--- src/rtl/kpl_pkg.sv ---
`default_nettype none
// ----------------------------------------------------------------------------
// kpl_pkg
// Shared types and constants of the kerning pair lookup unit.
// ----------------------------------------------------------------------------
package kpl_pkg;

   localparam int GLYPH_W  = 16;
   localparam int ADJ_W    = 16;
   localparam int SLOT_W   = 12;
   localparam int BASE_W   = 12;
   localparam int LEN_W    = 13;
   localparam int COV_W    = 17;
   localparam int SPAN_W   = 14;
   localparam int RCNT_W   = 7;
   localparam int SCNT_W   = 11;
   localparam int CSR_AW   = 3;
   localparam int CSR_DW   = 32;

   typedef enum logic [1:0] {
      REQ_RANGE = 2'd0,
      REQ_SET   = 2'd1,
      REQ_PAIR  = 2'd2,
      REQ_QUERY = 2'd3
   } kpl_req_type;

   localparam logic CSR_RANGE_COUNT = 1'b0;
   localparam logic CSR_SET_COUNT   = 1'b1;

   typedef struct packed {
      logic             done;
      logic             hit;
      logic [COV_W-1:0] cov;
   } kpl_range_stat_type;

   typedef struct packed {
      logic                    done;
      logic                    found;
      logic signed [ADJ_W-1:0] kern;
   } kpl_pair_stat_type;

endpackage
`default_nettype wire

--- src/rtl/kpl_range_unit.sv ---
`default_nettype none
// ----------------------------------------------------------------------------
// kpl_range_unit
// Coverage range table and its in-order scanner: one record compared per
// cycle against the left glyph, first containing record gives the index.
// ----------------------------------------------------------------------------
module kpl_range_unit import kpl_pkg::*; #(
   parameter int RANGES = 64
) (
   input  wire logic                clock,
   input  wire logic                reset,
   input  wire logic                wr_en,
   input  wire logic [SLOT_W-1:0]   wr_slot,
   input  wire logic [GLYPH_W-1:0]  wr_first,
   input  wire logic [GLYPH_W-1:0]  wr_last,
   input  wire logic [GLYPH_W-1:0]  wr_cov,
   input  wire logic                go,
   input  wire logic [RCNT_W-1:0]   range_count,
   input  wire logic [GLYPH_W-1:0]  left,
   output kpl_range_stat_type       stat
);

   localparam int RA_W = (RANGES > 1) ? $clog2(RANGES) : 1;
   localparam int RC_W = $clog2(RANGES + 1);

   typedef enum logic [1:0] {
      R_IDLE = 2'b01,
      R_SCAN = 2'b10
   } rstate_type;

   logic [GLYPH_W-1:0] first_mem [RANGES];
   logic [GLYPH_W-1:0] last_mem  [RANGES];
   logic [GLYPH_W-1:0] cov_mem   [RANGES];

   logic [GLYPH_W-1:0] first_q, last_q, cov_q;

   rstate_type       state_ff, state_in;
   logic [RC_W-1:0]  idx_ff, idx_in;
   logic [RC_W-1:0]  limit_ff, limit_in;
   logic             pend_ff, pend_in;
   logic             rd_en, can_rd, hit, done;

   always_ff @(posedge clock) begin
      if (wr_en && (32'(wr_slot) < RANGES)) begin
         first_mem[RA_W'(wr_slot)] <= wr_first;
         last_mem[RA_W'(wr_slot)]  <= wr_last;
         cov_mem[RA_W'(wr_slot)]   <= wr_cov;
      end
   end

   always_ff @(posedge clock) begin
      if (rd_en) begin
         first_q <= first_mem[idx_ff[RA_W-1:0]];
         last_q  <= last_mem[idx_ff[RA_W-1:0]];
         cov_q   <= cov_mem[idx_ff[RA_W-1:0]];
      end
   end

   assign can_rd = (idx_ff < limit_ff);
   assign hit    = pend_ff && (left >= first_q) && (left <= last_q);
   assign done   = (state_ff == R_SCAN) && (hit || (!pend_ff && !can_rd));

   always_comb begin
      state_in = state_ff;
      idx_in   = idx_ff;
      limit_in = limit_ff;
      pend_in  = 1'b0;
      rd_en    = 1'b0;
      case (state_ff)
         R_IDLE: begin
            if (go) begin
               idx_in   = '0;
               limit_in = (32'(range_count) > RANGES) ? RC_W'(RANGES) : RC_W'(range_count);
               state_in = R_SCAN;
            end
         end
         R_SCAN: begin
            if (done) begin
               state_in = R_IDLE;
            end else if (can_rd) begin
               rd_en   = 1'b1;
               idx_in  = idx_ff + 1'b1;
               pend_in = 1'b1;
            end
         end
         default: state_in = R_IDLE;
      endcase
   end

   always_ff @(posedge clock) begin
      if (reset) begin
         state_ff <= R_IDLE;
         pend_ff  <= 1'b0;
      end else begin
         state_ff <= state_in;
         pend_ff  <= pend_in;
      end
   end

   always_ff @(posedge clock) begin
      idx_ff   <= idx_in;
      limit_ff <= limit_in;
   end

   assign stat.done = done;
   assign stat.hit  = hit;
   assign stat.cov  = COV_W'(cov_q) + COV_W'(left) - COV_W'(first_q);

endmodule
`default_nettype wire

--- config.mk ---
export PLATFORM = sky130hd
export DESIGN_NAME = kpl_range_unit
export DESIGN_NICKNAME = d
export VERILOG_FILES = /design/src/rtl/kpl_pkg.sv /design/src/rtl/kpl_range_unit.sv
export SDC_FILE = /design/constraint.sdc
export NUM_CORES = 2
export LEC_CHECK = 0
export BUFFER_PORTS_ARGS = -buffer_cell sky130_fd_sc_hd__clkbuf_2
export CAP_MARGIN = 20
export CORE_UTILIZATION = 65
export DETAILED_ROUTE_END_ITERATION = 6
export GPL_TIMING_DRIVEN = 0
export PLACE_DENSITY_LB_ADDON = 0.05
export SYNTH_ARGS = -nofsm -noshare
export SYNTH_HDL_FRONTEND = slang
export SYNTH_SLANG_ARGS = --single-unit
--- constraint.sdc ---
create_clock -name clock -period 8.1 [get_ports clock]
set_clock_uncertainty 0.15 [all_clocks]
set_input_delay 1.62 -clock clock [delete_from_list [all_inputs] [get_ports clock]]
set_output_delay 1.62 -clock clock [all_outputs]
set_load 0.05 [all_outputs]
## Word-level counts from Yosys, hierarchy flattened

Memories as Yosys holds them, arrays and structs flattened. A register that Yosys moved wholly into a read port is not among the register bits.
Index checks and enable logic that the tools add are counted.

- Mux-type cells: 12
- Add/subtract/negate cells: 3
- Eq/ne operators: 6
- $lt $le $gt $ge: 5
- Reductions and logical operators: 12

Operators by type and width:

| cell | number |
|---|---|
| $mux W7 | 3 |
| $add A16 B16 Y17 | 1 |
| $sub A17 B16 Y17 | 1 |
| $ge A16 B16 Y1 | 1 |
| $le A16 B16 Y1 | 1 |
| $pmux W7 S2 | 1 |
| $lt A12 B7 Y1 const B | 1 |
| $ne A2 B2 Y1 const B | 4 |
| $add A7 B1 Y7 const B | 1 |
| $gt A7 B7 Y1 const B | 1 |
| $lt A7 B7 Y1 | 1 |
| $logic_and A1 B1 Y1 | 5 |
| $mux W1 | 5 |
| $mux W2 | 2 |
| $pmux W2 S2 | 1 |
| $reduce_and A2 Y1 | 2 |
| $reduce_and A4 Y1 | 1 |
| $eq A2 B1 Y1 const B | 1 |
| $eq A2 B2 Y1 const B | 1 |
| $logic_not A1 Y1 | 2 |
| $reduce_bool A2 Y1 | 1 |
| $logic_or A1 B1 Y1 | 1 |

- Output and inout bits: 19
- Logic and storage cells: 45
- Input port bits: 87
- Memories: 3
- Bits in writable memories: 3072
- Register bits: 17

Memories:

| memory | depth | bits a word | read ports | clocked after Yosys merged registers in | wr ports | line | RTL |
|---|---|---|---|---|---|---|---|
| cov_mem | 64 | 16 | 1 | 1 | 1 | kpl_range_unit.sv:33 | `logic [GLYPH_W-1:0] cov_mem [RANGES];` |
| first_mem | 64 | 16 | 1 | 1 | 1 | kpl_range_unit.sv:31 | `logic [GLYPH_W-1:0] first_mem [RANGES];` |
| last_mem | 64 | 16 | 1 | 1 | 1 | kpl_range_unit.sv:32 | `logic [GLYPH_W-1:0] last_mem [RANGES];` |

## Logic depth before layout (Yosys ltp)

- Depth after elaboration: 7
- Depth in mapped cells: 12
- Mapped depth without buffers: 12

## Worst setup path after synthesis

OpenSTA, ideal clock, no wires.

- Kind: input-to-output
- Start point: in left[9]
- End point: out stat[16] (netlist bit)
- Required time: 6.330 ns
- Data arrival time: 4.300 ns
- Setup slack: 2.030 ns
- Buffers on the path: 1
- Stages: 11
- Path through: inv_1 > fa_1 > inv_1 > ha_1 > clkbuf_1 > and3_1 > o211ai_1 > o21bai_1 > a31oi_1 > o221ai_1 > xor2_1

RTL lines:

| item | line | RTL |
|---|---|---|
| start, declared | kpl_range_unit.sv:19 | `input wire logic [GLYPH_W-1:0] left,` |
| end, declared | kpl_range_unit.sv:20 | `output kpl_range_stat_type stat` |

==> key figures <==
Power and ir drop
  – Seq pwr share: 53.0%
  – P_leak: between 40 and 50 nW
  – Switching portion of total power: between 20% and 30%
  – Final Total Pwr: 33.74 mW
  – Clock power frac: ~40%
  – Pwr dens: between 200 and 250 mW/mm^2
  – Switching pwr: roughly 7.4 mW
  – Combinational power share: 7.3%
  – VDD IR max: roughly 0.00023 V
  – Internal cell power: between 20 and 30 mW

Floorplan
  – Die ar.: 0.1862 sq mm
  – Die width: between 400 and 500 um
  – Boundary Pins: ~110
  – Area of the core: 0.1833 sq mm
  – Site row count: approximately 160
  – Die H: roughly 430 um
  – Initial Utilization: 65.44%

Global routing
  – Largest net degree at the start of global routing: between 60 and 70
  – Vias in the first global route: 59,910
  – Congestion Overflow GR: 0
  – Total Routing Usage GR: between 30% and 40%
  – First-pass GRT wire length: roughly 440,000 um
  – Initial antenna violation count: 11

Worst setup path
  – RR Startpoint: idx_ff[1]$_SDFFCE_PN0P_
  – WP data required: around 6.3 ns
  – Crit path buffers/inverters: 4
  – Worst EP arrival: around 4.7 ns
  – Worst r2r path cells: 9
  – Crit-path max cell delay: around 0.54 ns
  – CP max FO: 4
  – Slowest CP cell: fa_1
  – CP endpoint kind: output pin
  – WS Path Type: in2out
  – CP Launch Type: input port
  – R2r endpoint: first_q[15]$_DFFE_PP_
  – Reg2Reg Setup Slack: ~2.8 ns
  – Delay-heaviest family, CP: compound AO/OA/AOI/OAI gates
  – Critical path cell sequence: clkbuf_2 > inv_1 > fa_1 > inv_1 > ha_1 > and3_1 > a221oi_1 > o221ai_1 > o21ai_0 > o21ai_0 > xor2_1 > clkbuf_2

Synthesis
  – Cell area after synthesis: around 0.12 sq mm
  – Area leader, netlist: edfxtp_1
  – Syn nets: about 5,400
  – Yosys top cell area share: between 70% and 80%
  – Yosys cell types: 50
  – FFs w/ async S/R, synth: 0%
  – Adder-cell share of the synthesized area: less than 1%
  – Most frequent cell after synthesis: edfxtp_1
  – Synth Flop Type: edfxtp_1
  – Post-synth top cells: edfxtp_1, mux4_2, a22oi_1
  – Yosys warnings: 0
  – Mux contribution to synthesized area: between 10 and 15%
  – #FFs+latches synth: roughly 3,100
  – Avg Cell Area, Syn: 23.04 sq um
  – Cells after Synth: between 5,000 and 6,000
  – Main combinational cell family by area after synthesis: multiplexers
  – Register area share after synthesis: between 70% and 80%
  – Synth top area cells: edfxtp_1, mux4_2, a22oi_1
  – EDFF count, synth: between 3,000 and 4,000
  – Synth Area in Compound Gates: approximately 3.8%
  – Post-Synth Simple-Gate Area: 0.8293%
  – XOR/XNOR share of the synthesized area: less than 1%

Clocking
  – Number of CTS-inserted buffers: 319
  – Post-CTS setup buffer count: 0
  – Clock Path Buffers: 4
  – H-tree levels: 5
  – Root buf cell: clkbuf_16
  – CTS Hold Buffers Added: 0
  – Clk Latency, worst-skew pair: around 0.97 ns
  – Post-cts resize count: 0
  – Clk slew on worst S/H paths: 0.06 ns
  – CTS tree: done
  – Clock Sinks: approximately 3,100

Cells and area
  – # fillers: 9,826
  – Final #Nets: about 6,000
  – Sequential Area: roughly 0.094 sq mm
  – Area of the multi-input gates: between 0.02 and 0.025 sq mm
  – Layout cells sized above 1: between 20% and 30%
  – Post-layout util: 74.77%
  – Post-Layout Cell Count: ~8,500
  – Area Overhead vs Synth: 14.25%

STA
  – Final worst slack: between 1.5 and 2 ns
  – Normalized max-slew margin: between 10% and 20%
  – Fin crit share: approximately 80%
  – Max Fclk: around 150 MHz
  – Final Critical Period: ~6.5 ns
  – Final setup viols: 0
  – RSZ-0062 raised after global routing: false
  – Final hold violations: 0
  – Max-slew violations: 0
  – Setup_tns: 0 ns
  – Slew of the pin with the lowest slew margin: around 1.2 ns

Route
  – Routed wl met3: 34,490 um
  – DR top layer: met5
  – 1st-pass router iterations: 6
  – Routed vias: a little over 60,000
  – ANT nets after route: 0
  – DRC Markers: 0
  – Final WL: 309,500 um
  – Detailed router's first-iteration violation count: about 9,100
  – WL met1: between 100,000 and 150,000 um
  – DR vias/cell: 7.105
  – Routed length per instance: 36.44 um
  – Routed wl met2: approximately 140,000 um

Placed design
  – Dpl cells: 7,924
  – Hpwl dp: 209,900 um
  – Pre-CTS WS: 1.673 ns
  – Routability cong.: roughly 0.90
  – Count of input and output buffers: approximately 100

Worst hold path
  – Worst hold path type: reg2reg
  – WHS Endpoint: pend_ff$_SDFF_PP0_
  – Worst Hold Depth: 3
  – Hold path start: state_ff[0]$_SDFFE_PP1P_

Flow run
  – Maximum Capacitance Violations: 0

Run status
  – Outcome: completed
worst max path at each step:
stage | from | cells after the start | endpoint
global placement | wr_slot[8] | 6 | cov_mem[50][3]$_DFFE_PP_
global route | left[1] | 11 | stat[13]
finish | left[2] | 12 | stat[15]
detailed placement | left[3] | 11 | stat[13]
floorplan | left[9] | 11 | stat[16]
CTS | left[2] | 11 | stat[13]
worst min-delay path, stage by stage (launching register included):
cell and delay (ns):
dfxtp_1 0.34, nor2b_1 0.08, nand2_1 0.14, nor3_1 0.06
cell usage in the layout (no fill, tap or decap), types with 7 or more instances in the layout:
cell	count
edfxtp_1	3134
mux4_2	768
clkbuf_16	323
clkbuf_1	218
a22oi_1	192
buf_12	163
a21oi_1	115
clkbuf_2	108
inv_1	102
a221oi_1	98
a22o_1	96
nor2_1	75
nor2_4	65
clkinv_1	61
ha_1	56
buf_2	54
o221ai_1	50
buf_1	46
clkinv_2	46
buf_6	36
nand2_1	21
fa_1	16
buf_16	16
nor2b_1	14
o21ai_0	12
xnor2_1	11
diode_2	8
nand3_1	8
a21o_1	8
o21a_1	8
bufinv_16	8
buf_8	7
flip-flops by register name, indices dropped and copies added (netlist names):
signal / flops
last_mem: 1024
idx_ff: 7
limit_ff: 7
first_q: 16
cov_mem: 1024
last_q: 16
cov_q: 16
state_ff: 2
first_mem: 1024
pend_ff: 1
logic make-up (layout without fill, tap and decap cells):
logic type / count (synthesis) / after routing
flip-flops: 3137 / 3137
multiplexers: 768 / 768
AO/OA/AOI/OAI: 600 / 600
buffers and inverters: 388 / 1205
AND/OR/NAND/NOR: 224 / 224
adder cells (fa/ha/maj): 72 / 72
XOR/XNOR: 16 / 16
other: 0 / 8
per-layer routing:
layer / global-route usage, % / up-vias
met5: 0 / -
met2: 50.76 / 4179
met1: 50.48 / 31970
met3: 6.562 / 588
li1: - / 23610
met4: 13.30 / 6
power by group through the flow:
stage / registers [mW] / logic (mW) / clock network, mW
floorplan: 18.2 / 1.36 / 0
global placement: 18.3 / 2.32 / 0
detailed placement: 18.2 / 2.42 / 0
CTS: 17.9 / 2.44 / 13.5
global route: 17.9 / 2.59 / 14.0
finish: 17.9 / 2.48 / 13.4
cell type report:
| cell class | instances | share of cell area [%] |
|---|---|---|
| Sequential cell | 3137 | 68.72 |
| Multi-Input combinational cell | 1680 | 17.84 |
| Clock buffer | 402 | 6.115 |
| Timing Repair Buffer | 288 | 3.152 |
| Tap cell | 2464 | 2.250 |
| Buffer | 286 | 1.049 |
| Clock inverter | 127 | 0.5816 |
| Inverter | 102 | 0.2794 |
| Antenna cell | 8 | 0.01461 |
through the flow:
stage / instance area, sq um / hold slack, ns
6_report: 137000 / 0.5059
5_1_grt: 137000 / 0.5473
4_1_cts: 136300 / 0.5021
3_5_place_dp: 127200 / 0.4891
3_3_place_gp: 123500 / 0.4230
2_1_floorplan: 119900 / 0.3912
Power figures use the tool's default switching activity.
